===== config.mk =====
export PLATFORM = sky130hd
export DESIGN_NAME = button_event_detector
export DESIGN_NICKNAME = d
export VERILOG_FILES = /design/src/sv/bed_pkg.sv /design/src/sv/bed_eval.sv /design/src/sv/button_event_detector.sv
export SDC_FILE = /design/constraint.sdc
export NUM_CORES = 1
export LEC_CHECK = 0
export ABC_AREA = 1
export BUFFER_PORTS_ARGS = -buffer_cell sky130_fd_sc_hd__buf_2
export CAP_MARGIN = 20
export CORE_MARGIN = 2
export CORE_UTILIZATION = 45
export DETAILED_ROUTE_END_ITERATION = 10
export SLEW_MARGIN = 20
export SYNTH_ARGS = -nofsm -noshare
export SYNTH_HDL_FRONTEND = slang
export SYNTH_SLANG_ARGS = --single-unit

===== constraint.sdc =====
create_clock -name clk -period 6.6 [get_ports clk]
set_clock_uncertainty 0.05 [all_clocks]
set_input_delay 0 -clock clk [delete_from_list [all_inputs] [get_ports clk]]
set_output_delay 0 -clock clk [all_outputs]
set_load 0.05 [all_outputs]

===== src/sv/bed_pkg.sv =====
// Shared types and constants for the button event detector.
package bed_pkg;

    localparam int BUTTON_W          = 3;
    localparam int STAMP_W           = 32;
    localparam int HOLD_W            = 32;
    localparam int ENTRY_W           = 6;
    localparam int SUB_MAX           = 8;
    localparam int TABLE_W           = ENTRY_W * SUB_MAX;
    localparam int BTN_SEL_W         = 2;
    localparam int BTN_SEL_N         = 1 << BTN_SEL_W;
    localparam int FIRE_W            = SUB_MAX;
    localparam int IN_TDATA_W        = 40;
    localparam int OUT_TDATA_W       = 16;
    localparam int CFG_INDEX_W       = 1;
    localparam int CFG_DATA_W        = TABLE_W;
    localparam int NUM_BUTTONS_DEF   = 3;
    localparam int NUM_SUBS_DEF      = 8;
    localparam logic [HOLD_W-1:0] HOLD_RESET = 32'd500000;

    typedef enum logic [2:0] {
        COND_DOWN     = 3'd0,
        COND_UP       = 3'd1,
        COND_PRESSED  = 3'd2,
        COND_RELEASED = 3'd3,
        COND_HOLD     = 3'd4
    } cond_t;

    typedef struct packed {
        cond_t                cond;
        logic [BTN_SEL_W-1:0] button;
        logic                 enable;
    } sub_entry_t;

    typedef enum logic [CFG_INDEX_W-1:0] {
        CFG_TABLE = 1'b0,
        CFG_HOLD  = 1'b1
    } cfg_reg_t;

    typedef struct packed {
        logic [FIRE_W-1:0]   fire_mask;
        logic [BUTTON_W-1:0] pressed_now;
    } eval_result_t;

endpackage


===== src/sv/bed_eval.sv =====
// Combinational evaluation of one poll against the subscription table.
module bed_eval #(
    parameter int NUM_BUTTONS       = bed_pkg::NUM_BUTTONS_DEF,
    parameter int NUM_SUBSCRIPTIONS = bed_pkg::NUM_SUBS_DEF
) (
    input  logic [bed_pkg::BUTTON_W-1:0] buttons_raw,
    input  logic [bed_pkg::STAMP_W-1:0]  now_us,
    input  logic [bed_pkg::TABLE_W-1:0]  sub_table,
    input  logic [bed_pkg::HOLD_W-1:0]   hold_time,
    input  logic [NUM_BUTTONS-1:0]       prev_flags,
    input  logic [bed_pkg::STAMP_W-1:0]  stamp_cur [NUM_BUTTONS],
    output logic [NUM_BUTTONS-1:0]       pressed,
    output logic [bed_pkg::STAMP_W-1:0]  stamp_next [NUM_BUTTONS],
    output bed_pkg::eval_result_t        result
);
    import bed_pkg::*;

    logic [NUM_BUTTONS-1:0] changed;
    logic [NUM_BUTTONS-1:0] hold_ok;
    logic [STAMP_W-1:0]     stamp_eff [NUM_BUTTONS];
    logic [BTN_SEL_N-1:0]   cur4;
    logic [BTN_SEL_N-1:0]   prev4;
    logic [BTN_SEL_N-1:0]   hold_ok4;
    logic [BTN_SEL_N-1:0]   hold_seen;
    logic [BTN_SEL_N-1:0]   hold_fired;
    logic [FIRE_W-1:0]      fire;
    logic                   hold_zero;
    logic                   hit;
    logic                   entry_ok;
    sub_entry_t             entry;

    assign hold_zero = (hold_time == '0);

    // Pins beyond the port width read as released level inverted, i.e. pressed.
    for (genvar b = 0; b < NUM_BUTTONS; b++) begin : g_btn
        if (b < BUTTON_W) begin : g_pin
            assign pressed[b] = ~buttons_raw[b];
        end else begin : g_nopin
            assign pressed[b] = 1'b1;
        end
        assign changed[b]   = pressed[b] ^ prev_flags[b];
        assign stamp_eff[b] = changed[b] ? now_us : stamp_cur[b];
        assign hold_ok[b]   = pressed[b] && ((now_us - stamp_eff[b]) >= hold_time);
        if (b < BTN_SEL_N) begin : g_sel
            assign stamp_next[b] = hold_fired[b] ? now_us : stamp_eff[b];
        end else begin : g_nosel
            assign stamp_next[b] = stamp_eff[b];
        end
    end

    for (genvar s = 0; s < BTN_SEL_N; s++) begin : g_pad
        if (s < NUM_BUTTONS) begin : g_used
            assign cur4[s]     = pressed[s];
            assign prev4[s]    = prev_flags[s];
            assign hold_ok4[s] = hold_ok[s];
        end else begin : g_unused
            assign cur4[s]     = 1'b0;
            assign prev4[s]    = 1'b0;
            assign hold_ok4[s] = 1'b0;
        end
    end

    // A restart by the first firing hold entry leaves zero elapsed time, so later
    // hold entries of the same button fire only when the threshold is zero.
    always_comb
    begin
        fire       = '0;
        hold_seen  = '0;
        hold_fired = '0;
        entry      = '0;
        hit        = 1'b0;
        entry_ok   = 1'b0;
        for (int k = 0; k < SUB_MAX; k++) begin
            entry    = sub_entry_t'(sub_table[k*ENTRY_W +: ENTRY_W]);
            entry_ok = (k < NUM_SUBSCRIPTIONS) && entry.enable
                       && (int'(entry.button) < NUM_BUTTONS);
            hit      = 1'b0;
            if (entry_ok) begin
                unique case (entry.cond)
                    COND_DOWN:     hit = cur4[entry.button];
                    COND_UP:       hit = !cur4[entry.button];
                    COND_PRESSED:  hit = cur4[entry.button] && !prev4[entry.button];
                    COND_RELEASED: hit = !cur4[entry.button] && prev4[entry.button];
                    COND_HOLD:
                    begin
                        hit = hold_ok4[entry.button]
                              && (!hold_seen[entry.button] || hold_zero);
                        hold_seen[entry.button]  = 1'b1;
                        hold_fired[entry.button] = hold_fired[entry.button] | hit;
                    end
                    default:       hit = 1'b0;
                endcase
            end
            fire[k] = hit;
        end
    end

    always_comb
    begin
        result.fire_mask   = fire;
        result.pressed_now = '0;
        for (int b = 0; b < BUTTON_W; b++) begin
            if (b < NUM_BUTTONS) begin
                result.pressed_now[b] = cur4[b];
            end
        end
    end

endmodule


===== src/sv/button_event_detector.sv =====
// Top level of the button event detector: input stage, state and result register.
//
//  Channel   Direction  Transaction content
//  s_axis    in         one poll: buttons_raw, now_us
//  m_axis    out        one result per poll: fire_mask, pressed_now
//  cfg       in         register write: 0 subscription table, 1 hold time
//
// One poll per cycle sustained while m_axis_tready holds; an accepted poll's result
// reaches m_axis via the input register, then evaluation into the result register.
// Reset clears the button state, the stamps, the table and loads the default
// hold time of 500000 microseconds.
// A stalled result holds in the result register while one more poll waits in
// the input register; s_axis_tready drops only when both are full and blocked.
module button_event_detector #(
    parameter int NUM_BUTTONS       = bed_pkg::NUM_BUTTONS_DEF,
    parameter int NUM_SUBSCRIPTIONS = bed_pkg::NUM_SUBS_DEF
) (
    input  logic                            clk,
    input  logic                            rst_n,
    input  logic                            s_axis_tvalid,
    output logic                            s_axis_tready,
    // Bits from the lowest: buttons_raw[2:0], now_us[34:3], zero padding.
    input  logic [bed_pkg::IN_TDATA_W-1:0]  s_axis_tdata,
    output logic                            m_axis_tvalid,
    input  logic                            m_axis_tready,
    // Bits from the lowest: fire_mask[7:0], pressed_now[10:8], zero padding.
    output logic [bed_pkg::OUT_TDATA_W-1:0] m_axis_tdata,
    input  logic                            cfg_we,
    input  logic [bed_pkg::CFG_INDEX_W-1:0] cfg_index,
    input  logic [bed_pkg::CFG_DATA_W-1:0]  cfg_wdata
);
    import bed_pkg::*;

    logic                   in_valid_reg;
    logic                   in_valid_next;
    logic [BUTTON_W-1:0]    in_raw_reg;
    logic [STAMP_W-1:0]     in_now_reg;
    logic                   out_valid_reg;
    logic                   out_valid_next;
    eval_result_t           out_result_reg;
    logic [NUM_BUTTONS-1:0] prev_flags_reg;
    logic [NUM_BUTTONS-1:0] prev_flags_next;
    logic [STAMP_W-1:0]     stamp_reg [NUM_BUTTONS];
    logic [STAMP_W-1:0]     stamp_next [NUM_BUTTONS];
    logic [TABLE_W-1:0]     table_reg;
    logic [HOLD_W-1:0]      hold_reg;
    logic                   advance;
    logic                   in_take;
    eval_result_t           eval_result;
    logic [BUTTON_W-1:0]    prev_view;

    assign advance       = in_valid_reg && (!out_valid_reg || m_axis_tready);
    assign s_axis_tready = !in_valid_reg || advance;
    assign in_take       = s_axis_tvalid && s_axis_tready;
    assign in_valid_next = in_take || (in_valid_reg && !advance);
    assign out_valid_next = advance || (out_valid_reg && !m_axis_tready);

    assign m_axis_tvalid = out_valid_reg;
    assign m_axis_tdata  = {{(OUT_TDATA_W - FIRE_W - BUTTON_W){1'b0}},
                            out_result_reg.pressed_now, out_result_reg.fire_mask};

    bed_eval #(
        .NUM_BUTTONS       (NUM_BUTTONS),
        .NUM_SUBSCRIPTIONS (NUM_SUBSCRIPTIONS)
    ) u_eval (
        .buttons_raw (in_raw_reg),
        .now_us      (in_now_reg),
        .sub_table   (table_reg),
        .hold_time   (hold_reg),
        .prev_flags  (prev_flags_reg),
        .stamp_cur   (stamp_reg),
        .pressed     (prev_flags_next),
        .stamp_next  (stamp_next),
        .result      (eval_result)
    );

    always_ff @(posedge clk or negedge rst_n)
    begin
        if (!rst_n) begin
            in_valid_reg  <= 1'b0;
            out_valid_reg <= 1'b0;
        end else begin
            in_valid_reg  <= in_valid_next;
            out_valid_reg <= out_valid_next;
        end
    end

    always_ff @(posedge clk)
    begin
        if (in_take) begin
            in_raw_reg <= s_axis_tdata[BUTTON_W-1:0];
            in_now_reg <= s_axis_tdata[BUTTON_W +: STAMP_W];
        end
        if (advance) begin
            out_result_reg <= eval_result;
        end
    end

    always_ff @(posedge clk or negedge rst_n)
    begin
        if (!rst_n) begin
            prev_flags_reg <= '0;
            for (int b = 0; b < NUM_BUTTONS; b++) begin
                stamp_reg[b] <= '0;
            end
        end else if (advance) begin
            prev_flags_reg <= prev_flags_next;
            for (int b = 0; b < NUM_BUTTONS; b++) begin
                stamp_reg[b] <= stamp_next[b];
            end
        end
    end

    always_ff @(posedge clk or negedge rst_n)
    begin
        if (!rst_n) begin
            table_reg <= '0;
            hold_reg  <= HOLD_RESET;
        end else if (cfg_we) begin
            unique case (cfg_reg_t'(cfg_index))
                CFG_TABLE: table_reg <= cfg_wdata[TABLE_W-1:0];
                CFG_HOLD:  hold_reg  <= cfg_wdata[HOLD_W-1:0];
                default:   table_reg <= table_reg;
            endcase
        end
    end

    for (genvar b = 0; b < BUTTON_W; b++) begin : g_prev_view
        if (b < NUM_BUTTONS) begin : g_used
            assign prev_view[b] = prev_flags_reg[b];
        end else begin : g_unused
            assign prev_view[b] = 1'b0;
        end
    end

    // The held result always matches the button state it left behind.
    a_pressed_matches_state: assert property (@(posedge clk) disable iff (!rst_n)
        out_valid_reg |-> (out_result_reg.pressed_now == prev_view))
        else $error("pressed_now differs from stored button state");

    a_advance_loads_output: assert property (@(posedge clk) disable iff (!rst_n)
        advance |=> out_valid_reg)
        else $error("evaluated poll did not reach the result register");

    a_state_holds_when_idle: assert property (@(posedge clk) disable iff (!rst_n)
        !advance |=> $stable(prev_flags_reg))
        else $error("button state changed without a transaction");

    a_unused_fire_bits_zero: assert property (@(posedge clk) disable iff (!rst_n)
        out_valid_reg |-> ((out_result_reg.fire_mask >> NUM_SUBSCRIPTIONS) == '0))
        else $error("fire bit set for an entry beyond the table size");

    a_full_blocks_input: assert property (@(posedge clk) disable iff (!rst_n)
        (in_valid_reg && out_valid_reg && !m_axis_tready) |-> !s_axis_tready)
        else $error("input accepted while both stages are blocked");

endmodule


# After elaboration in Yosys (flattened, before gate mapping)

Cells that the tools add are included.

Logic and storage cells: 346
Input bits: 94
Register bits: 227

Mux-type cells: 145
$lt $le $gt $ge: 27
Reduce and logical (&&, ||, !) cells: 98
Equal/unequal tests: 32
Bitwise operators: 22
Add/sub/neg operators: 3

Operators with widths:

| cell                                                 | count |
|---|---|
| 2-to-1 mux 32 bit                                    | 6 |
| 2-to-1 mux 4 bit                                     | 28 |
| >= comparator 32 bit                                 | 3 |
| subtractor 32 bit                                    | 3 |
| binary-select mux 1 bit (select 2 bit)               | 39 |
| == test 3 x 2 -> 1 bit (second input constant)       | 16 |
| logical AND 1 bit                                    | 47 |
| 2-to-1 mux 1 bit                                     | 47 |
| one-hot mux 1 bit (5 select lines)                   | 8 |
| logical NOT 32 bit                                   | 1 |
| bitwise mux 4 bit                                    | 7 |
| logical NOT 1 bit                                    | 28 |
| == test 3 x 1 -> 1 bit (second input constant)       | 8 |
| == test 3 bit (second input constant)                | 8 |
| logical NOT 3 bit                                    | 8 |
| < comparator 2 x 3 -> 1 bit (second input constant)  | 8 |
| OR 4 bit                                             | 6 |
| demux 1 bit (select 2 bit)                           | 8 |
| >= comparator 2 x 1 -> 1 bit (second input constant) | 8 |
| < comparator 2 bit (second input constant)           | 8 |
| logical OR 1 bit                                     | 12 |
| OR 1 bit                                             | 8 |
| 2-to-1 mux 3 bit                                     | 2 |
| AND 4 bit                                            | 1 |
| 3 further kinds                                      | 9 |

# Depth between registers and ports, before layout

Gate-level depths: netlist of run 1.

Depth in word-level cells: 56
Gate-level depth with buffers: 51
Depth with buffers taken out: 47

# Cells and area by module

A second synthesis of run 1 with hierarchy kept.

Cell total of the unflattened synthesis: 3079
Area, all modules: 20747.4 µm²

Modules (own cells, without submodules):

| module                | cells an instance | seq. area each (µm²) | area each (µm²) | instances |
|---|---|---|---|---|
| bed_eval              | 2278              | 0.0                  | 12370.6         | 1 |
| button_event_detector | 801               | 5919.4               | 8376.8          | 1 |

# Least setup slack after synthesis of run 1

No wires, ideal clock.

Path kind: flip-flop to flip-flop
From: register in_raw_reg[0]
To: register stamp_reg[86] (netlist name)
Setup time: 0.121 ns
Period minus slack after synthesis: 5.346 ns
Arrival: 5.175 ns
Slack: 1.254 ns
Buffers on the path: 5
Cell stages (with the launch flop): 50
Required time: 6.429 ns
Cell sequence: edfxtp_1 -> buf_2 -> nand2_1 -> nand2_2 -> buf_6 -> buf_8 -> inv_4 -> clkbuf_1 -> nand2_1 -> o21ai_0 -> ha_1 -> inv_1 -> ha_1 -> inv_1 -> nand2_1 -> nand4_1 -> nand2_1 -> a21oi_2 -> (+14 left out) -> nand2_1 -> nor2_1 -> nand4_1 -> nor4_1 -> nand2_1 -> a21oi_2 -> nand2_1 -> o211ai_1 -> nand2_1 -> nand3_1 -> nand3_1 -> nand3_1 -> nand3_2 -> nand2_1 -> buf_2 -> nand2_1 -> nand3_1 -> nand2_1

Longest elaborated chain between the ends: 56
Elaborated cells between the ends (all ways): 77

Ends and longest elaborated chain:

| item                                   | RTL line                     | source |
|---|---|---|
| from (decl)                            | button_event_detector.sv:36  | `logic [BUTTON_W-1:0] in_raw_reg;` |
| from (signal assigned)                 | button_event_detector.sv:91  | `in_raw_reg <= s_axis_tdata[BUTTON_W-1:0];` |
| NOT 1 bit (*)                          | bed_eval.sv:37               | `assign pressed[b] = ~buttons_raw[b];` |
| bitwise XOR 1 bit                      | bed_eval.sv:41               | `assign changed[b] = pressed[b] ^ prev_flags[b];` |
| 2-to-1 mux 32 bit                      | bed_eval.sv:42               | `assign stamp_eff[b] = changed[b] ? now_us : stamp_cur[b];` |
| subtractor 32 bit                      | bed_eval.sv:43               | `assign hold_ok[b] = pressed[b] && ((now_us - stamp_eff[b]) >= hold_time);` |
| >= comparator 32 bit                   | bed_eval.sv:43               |  |
| logical AND 1 bit                      | bed_eval.sv:43               |  |
| binary-select mux 1 bit (select 2 bit) | bed_eval.sv:86               | `hit = hold_ok4[entry.button]` |
| 2-to-1 mux 1 bit (implied by the code) | bed_eval.sv:86               |  |
| (+40 left out)                         | -                            |  |
| 2-to-1 mux 4 bit                       | bed_eval.sv:78               | `if (entry_ok) begin` |
| binary-select mux 1 bit (select 2 bit) | bed_eval.sv:89               | `hold_fired[entry.button] = hold_fired[entry.button] \| hit;` |
| 2-to-1 mux 1 bit (implied by the code) | bed_eval.sv:89               |  |
| OR 1 bit                               | bed_eval.sv:89               |  |
| bitwise mux 4 bit                      | bed_eval.sv:89               |  |
| 2-to-1 mux 3 bit                       | bed_eval.sv:79               | `unique case (entry.cond)` |
| 2-to-1 mux 3 bit                       | bed_eval.sv:78               |  |
| 2-to-1 mux 32 bit (*)                  | bed_eval.sv:45               | `assign stamp_next[b] = hold_fired[b] ? now_us : stamp_eff[b];` |
| to (signal, indexed assignment)        | button_event_detector.sv:109 | `stamp_reg[b] <= stamp_next[b];` |
| to (decl)                              | button_event_detector.sv:43  | `logic [STAMP_W-1:0] stamp_reg [NUM_BUTTONS];` |

Every way passes the cells marked *; elsewhere a longest branch is shown, timed or not. The select of a mux whose other input is x is not followed.
A chain may end at the register's enable or synchronous reset.

==> results.py, run 1 <==
metrics = {
    "run_status": {
        "status": "finished, final reports clean",
    },
    "critical_path": {
        "r2r-end": "stamp_reg[76]$_DFFE_PN0P_",
        "reg2reg_from": "in_raw_reg[1]$_DFFE_PP_",
        "crit_top_cell": "nand2_1",
        "worst_ep_arrival_time_ns": 6.81,
        "r2r_cells": 30,
        "crit_slowest_cell": "edfxtp_1",
        "required_ns": 7.05,
        "worst_setup_path_end_kind": "register",
        "path_class": "register to register",
        "rrSetupSlack_ns": 0.24,
        "critPathLaunchType": "register",
        "worstPathBufferInverterCount": 6,
        "critical-path-top-delay-family": "simple AND/OR/NAND/NOR gates",
        "cpPeakStageDelay_ns": 0.50,
        "crit_fanout": 32,
    },
    "place": {
        "place_congestion": 0.931,
        "post_dp_cell_area_um2": 20800,
        "place_ws_ns": 0.0157,
        "place_hpwl_um": 50900,
        "io_buffers": 101,
    },
    "synth": {
        "netlist_top_cells_area": "dfrtp_1 (23%), nand2_1 (14%), ha_1 (11%)",
        "synth_warnings": 0,
        "ys_types": 59,
        "avgSynthCellArea_um2": 6.97,
        "synth_enable_flop_cells": 46,
        "synth_flop_cell": "dfrtp_1",
        "ys_seq_area_share_pct": 30.7,
        "synth_area_leader_cell": "dfrtp_1",
        "synth_top_area_share_pct": 22.6,
        "synth_commonest_cells": "nand2_1 (744), inv_1 (327), nand3_1 (280), o21ai_0 (213), nor2_1 (178)",
        "postSynthCellCount": 2769,
        "post-synth-top-count-cell": "nand2_1",
        "async_flop_share_pct": 79.7,
        "synth_area_um2": 19300,
        "ys_ff_latch": 227,
    },
    "timing": {
        "slew_headroom_pct": 37.1,
        "grt_setup_unrepaired": "yes",
        "tightest_slew_ns": 0.935,
        "period_needed_ns": 6.36,
        "post-route-period-util_pct": 96.3,
        "finalHoldViolCount": 0,
        "max_freq_mhz": 157,
        "maxSlewViolCount": 0,
        "fin_ws_ns": 0.244,
        "setup_viol": 0,
    },
    "grt": {
        "antenna_found_initial": 0,
        "grt_pass1_wl_um": 106000,
        "track_usage_pct": 30.6,
        "grt_max_degree": 97,
        "grt-ovfl-total": 0,
        "grt_pass1_vias": 18736,
    },
    "power_and_ir_drop": {
        "clockPowerShare_pct": 19.3,
        "power_density_nw_per_um2": 329,
        "combinationalPowerShare_pct": 55.7,
        "p_switching_mw": 3.48,
        "seq_power_share_pct": 25.0,
        "p_int_mw": 4.22,
        "total_power_mw": 7.70,
        "leakage_nw": 11.6,
        "switching_share_pct": 45.1,
        "peakVddDrop_mv": 0.237,
    },
    "clock_tree": {
        "cts_tree": "done",
        "htreeDepth": 1,
        "clk-insertion-delay-late_ns": 0.58,
        "clockRootBuffer": "clkbuf_16",
        "cts_sinks": 227,
        "cts_buffers": 27,
        "ctsLongestPathBuffers": 3,
        "clk_pin_slew_worst_paths_ns": 0.06,
    },
    "final_layout": {
        "utilization_pct": 55.5,
        "fin_area_um2": 23400,
        "seq_area_um2": 5920,
        "multi_input_area_um2": 12000,
        "area_delta_synth_final_pct": 21.1,
        "largest_reg_flops": 96,
        "finalNetCount": 3280,
        "drive_gt1_share_pct": 13.7,
        "n_fill_cell": 4036,
    },
    "flow_run": {
        "max_cap_violations": 0,
    },
    "die": {
        "coreArea_um2": 42100,
        "ios": 112,
        "dieArea_um2": 44600,
        "num_rows": 75,
        "dieWidth_um": 211,
        "die-height_um": 211,
        "initial_utilization_pct": 45.8,
    },
    "routing": {
        "drc": 0,
        "via_per_inst": 5.55,
        "wl_um": 71300,
        "antenna_left": 0,
        "firstDrtPassIters": 9,
        "drt_iter0_markers": 1744,
        "wire_per_inst_um": 20.0,
        "via_count": 19829,
    },
    "worst_hold_path": {
        "hp-class": "input pin to async pin",
    },
}
-- area by class of cell --
| type | count | share of cell area [%] |
|---|---|---|
| timing repair buffer | 302 | 11.2 |
| clock inverter | 4 | 0.203 |
| antenna | 1 | 0.0107 |
| clock buffer | 45 | 3.43 |
| inverter | 339 | 5.48 |
| tap | 539 | 2.88 |
| sequential | 227 | 25.3 |
| multi-input combinational | 2115 | 51.5 |
-- worst register-to-register path: cells and delay by family, from the launching register on --
kind                     cells  cell delay (ns)
adder cells (fa/ha/maj)      2             0.70
AND/OR/NAND/NOR             13             1.98
flip-flops                   1             0.50
XOR/XNOR                     1             0.18
buffers and inverters        6             1.13
AO/OA/AOI/OAI                8             1.74
-- layer usage --
metal  track usage, %  wire, um
met1             42.0     31500
met2             49.9     32400
met3             3.24      4410
met4             10.9      3000
met5                0         0
-- layout by cell type, fill, tap and decap left out, drive strengths merged, types with 56 or more instances in the layout --
cell         Yosys  routed
nand2          775     775
inv            338     336
nand3          294     294
o21ai          241     241
buf             27     204
nor2           182     182
a21oi          178     178
dfrtp          174     174
ha             174     174
dlygate4sd3      0      87
xor2            67      67
clkbuf          65      56
-- stage by stage --
step,hold slack [ns],std cells,TNS (ns)
6_report,0.0359,3572,0
5_1_grt,0.0809,3571,-1.09
4_1_cts,0.0526,3536,0
3_5_place_dp,0.0979,3400,0
3_3_place_gp,0.0841,3400,0
2_1_floorplan,-0.346,2773,0
-- logic make-up after synthesis --
family	count (synthesis)	synth area share, %
simple gates	1322	29.4
compound gates	521	15.7
buf+inv	431	8.77
flops	227	30.7
fa+ha+maj	174	11.3
xor+xnor	91	4.13
mux	2	0.117
other cells	1	0.0194
-- power by group through the flow --
| stage | Sequential (mW) | Clock (mW) | Combinational [mW] |
|---|---|---|---|
| 2_1_floorplan | 1.89 | 0 | 2.80 |
| 5_1_grt | 1.95 | 1.56 | 4.82 |
| 4_1_cts | 1.91 | 1.51 | 4.04 |
| 6_report | 1.92 | 1.49 | 4.29 |
| 3_3_place_gp | 1.93 | 0 | 3.89 |
| 3_5_place_dp | 1.93 | 0 | 3.97 |
-- what timing repair did --
item | 4_1_cts | 5_1_grt
gates cloned | 0 | 12
hold buffers | 87 | 0
setup endpoints to repair | 6 | 96
setup buffers | 0 | 23
hold endpoints to repair | 201 | 0
pin swaps | 0 | 28
resized for setup | 1 | 86
-- how the worst max path moves through the flow --
stage	startpoint	endpoint	cells after the start
2_1_floorplan	in_raw_reg[0]$_DFFE_PP_	stamp_reg[86]$_DFFE_PN0P_	49
3_3_place_gp	in_raw_reg[1]$_DFFE_PP_	stamp_reg[30]$_DFFE_PN0P_	39
3_5_place_dp	in_raw_reg[1]$_DFFE_PP_	stamp_reg[28]$_DFFE_PN0P_	40
4_1_cts	in_raw_reg[0]$_DFFE_PP_	stamp_reg[28]$_DFFE_PN0P_	36
5_1_grt	in_raw_reg[0]$_DFFE_PP_	stamp_reg[76]$_DFFE_PN0P_	32
6_report	in_raw_reg[1]$_DFFE_PP_	stamp_reg[76]$_DFFE_PN0P_	30
Note: power is estimated with default switching activity, not from simulation.
==> run 2, diff against run 1 <==
--- a/config.mk
+++ b/config.mk
@@ -8,7 +8,7 @@
 export ABC_AREA = 1
 export BUFFER_PORTS_ARGS = -buffer_cell sky130_fd_sc_hd__buf_2
 export CAP_MARGIN = 20
-export CORE_MARGIN = 2
+export CORE_MARGIN = 4
 export CORE_UTILIZATION = 45
 export DETAILED_ROUTE_END_ITERATION = 10
 export SLEW_MARGIN = 20
==> constraint.sdc (replaced) <==
create_clock -name clk -period 6.6 [get_ports clk]
set_clock_uncertainty 0.05 [all_clocks]
set_input_delay 1.65 -clock clk [delete_from_list [all_inputs] [get_ports clk]]
set_output_delay 1.65 -clock clk [all_outputs]
set_load 0.05 [all_outputs]
==> run 2 against run 1 <==
Via count decreased by 2.5%; total power increased by 0.48%; routed wire length decreased by 2.9%; largest power group unchanged.
==> results.py, run 2 (synthesized netlist as in run 1, its figures left out) <==
metrics = {
    "die": {
        "ios": 112,
        "dieWidth_um": 215,
        "initial_utilization_pct": 45.8,
        "coreArea_um2": 42100,
        "die-height_um": 215,
        "dieArea_um2": 46300,
        "num_rows": 75,
    },
    "final_layout": {
        "n_antenna_cell": 0,
        "stdcell_count": 3445,
        "finalNetCount": 3152,
        "utilization_pct": 52.7,
        "final_common_cell": "nand2_1",
        "area_delta_synth_final_pct": 15.1,
        "drive_gt1_share_pct": 12.7,
        "n_fill_cell": 4161,
        "largest_reg_flops": 96,
        "final_cell_mix": "nand2_1 (729), inv_1 (324), nand3_1 (275), o21ai_0 (187), dfrtp_1 (174)",
    },
    "place": {
        "place_ws_ns": 0.0959,
        "io_buffers": 101,
        "dp.cells": 3370,
        "place_congestion": 0.990,
        "place_hpwl_um": 49400,
    },
    "clock_tree": {
        "cts_hold_buf": 0,
        "clk_pin_slew_worst_paths_ns": 0.06,
        "clockRootBuffer": "clkbuf_16",
        "ctsLongestPathBuffers": 3,
        "cts_sinks": 227,
        "clk-insertion-delay-late_ns": 0.58,
        "cts_tree": "done",
        "cts_buffers": 28,
        "htreeDepth": 1,
    },
    "run_status": {
        "status": "finished, final reports clean",
    },
    "critical_path": {
        "crit_fanout": 23,
        "critPathLaunchType": "register",
        "path_class": "register to register",
        "crit_top_cell": "nand3_1",
        "critical-path-top-delay-family": "simple AND/OR/NAND/NOR gates",
        "worst_setup_path_end_kind": "register",
        "worstPathBufferInverterCount": 5,
        "rrSetupSlack_ns": 0.31,
        "required_ns": 7.00,
        "cpPeakStageDelay_ns": 0.48,
        "crit_slowest_cell": "edfxtp_1",
        "worst_ep_arrival_time_ns": 6.69,
    },
    "timing": {
        "maxSlewViolCount": 0,
        "period_needed_ns": 6.29,
        "slew_headroom_pct": 32.0,
        "finalHoldViolCount": 0,
        "hold_slack_ns": 0.427,
        "grt_setup_unrepaired": "yes",
        "max_freq_mhz": 159,
        "tightest_slew_ns": 1.02,
        "setup_viol": 0,
        "fin_ws_ns": 0.309,
        "post-route-period-util_pct": 95.3,
    },
    "routing": {
        "wl_met1_um": 30400,
        "wire_per_inst_um": 20.1,
        "drt_iter0_markers": 1962,
        "via_per_inst": 5.61,
        "wl_um": 69300,
        "antenna_left": 0,
        "firstDrtPassIters": 6,
        "dr_wl_met3_um": 4520,
        "wl_met2_um": 32000,
        "via_count": 19338,
        "drc": 0,
        "highest_layer": "met4",
    },
    "grt": {
        "grt_pass1_wl_um": 103000,
        "grt_max_degree": 111,
        "track_usage_pct": 27.9,
        "grt_pass1_vias": 18233,
        "grt-ovfl-total": 0,
        "antenna_found_initial": 0,
    },
    "power_and_ir_drop": {
        "leakage_nw": 11.1,
        "power_density_nw_per_um2": 348,
        "peakVddDrop_mv": 0.225,
        "total_power_mw": 7.74,
    },
    "flow_run": {
        "max_cap_violations": 0,
    },
    "worst_hold_path": {
        "hp-class": "register to register",
    },
}
==> run 2: power breakdown <==
| part | internal [mW] | leakage (nW) | switching (mW) |
|---|---|---|---|
| clock network | 1.00 | 0.489 | 0.637 |
| registers | 1.71 | 2.63 | 0.212 |
| logic | 1.54 | 7.98 | 2.64 |
| total | 4.25 | 11.1 | 3.49 |
==> run 2: timing repair <==
action | CTS | global route
setup endpoints to repair | 0 | 96
resized for setup | 0 | 91
buffers inserted | 0 | 15
endpoints found under the hold margin | 0 | 0
==> run 2: cell type report <==
type	instances	area (um^2)	area share, %
clock buffer	45	897	4.04
multi-input combinational	2115	12000	53.8
clock inverter	7	85.1	0.383
timing repair buffer	173	1390	6.25
tap	539	674	3.04
inverter	339	1300	5.84
sequential	227	5920	26.6
==> run 2: per-layer routing <==
metal / global-route usage [%] / up-vias
met4: 7.84 / 0
met5: 0 / -
met1: 39.0 / 9098
met2: 46.0 / 674
li1: - / 9442
met3: 3.09 / 124
==> run 2: stage by stage <==
step                      instance area, um^2  TNS (ns)
after global placement                  20600         0
final                                   22200         0
after floorplan                         19300         0
after global routing                    22200    -0.567
after detailed placement                20600         0
after CTS                               21600         0
==> run 2: worst paths after layout <==
kind / startpoint / depth (start not counted) / end
setup / recovery: in_raw_reg[1]$_DFFE_PP_ / 34 / stamp_reg[37]$_DFFE_PN0P_
hold / removal: stamp_reg[88]$_DFFE_PN0P_ / 2 / stamp_reg[88]$_DFFE_PN0P_
setup reg to reg: in_raw_reg[1]$_DFFE_PP_ / 34 / stamp_reg[37]$_DFFE_PN0P_
hold reg to reg: stamp_reg[88]$_DFFE_PN0P_ / 2 / stamp_reg[88]$_DFFE_PN0P_
max in group asynchronous: rst_n / 2 / stamp_reg[85]$_DFFE_PN0P_
min in group asynchronous: rst_n / 1 / table_reg[2]$_DFFE_PN0P_
==> run 2: worst reg2reg max path: cells and delay by family, from the launching register on <==
kind / cells / cell delay [ns]
and+or+nand+nor: 19 / 2.32
AOI/OAI and AO/OA: 7 / 1.65
buffers and inverters: 5 / 0.78
adders and majority gates: 2 / 0.68
DFF: 1 / 0.48
xor gates and xnor gates: 1 / 0.22
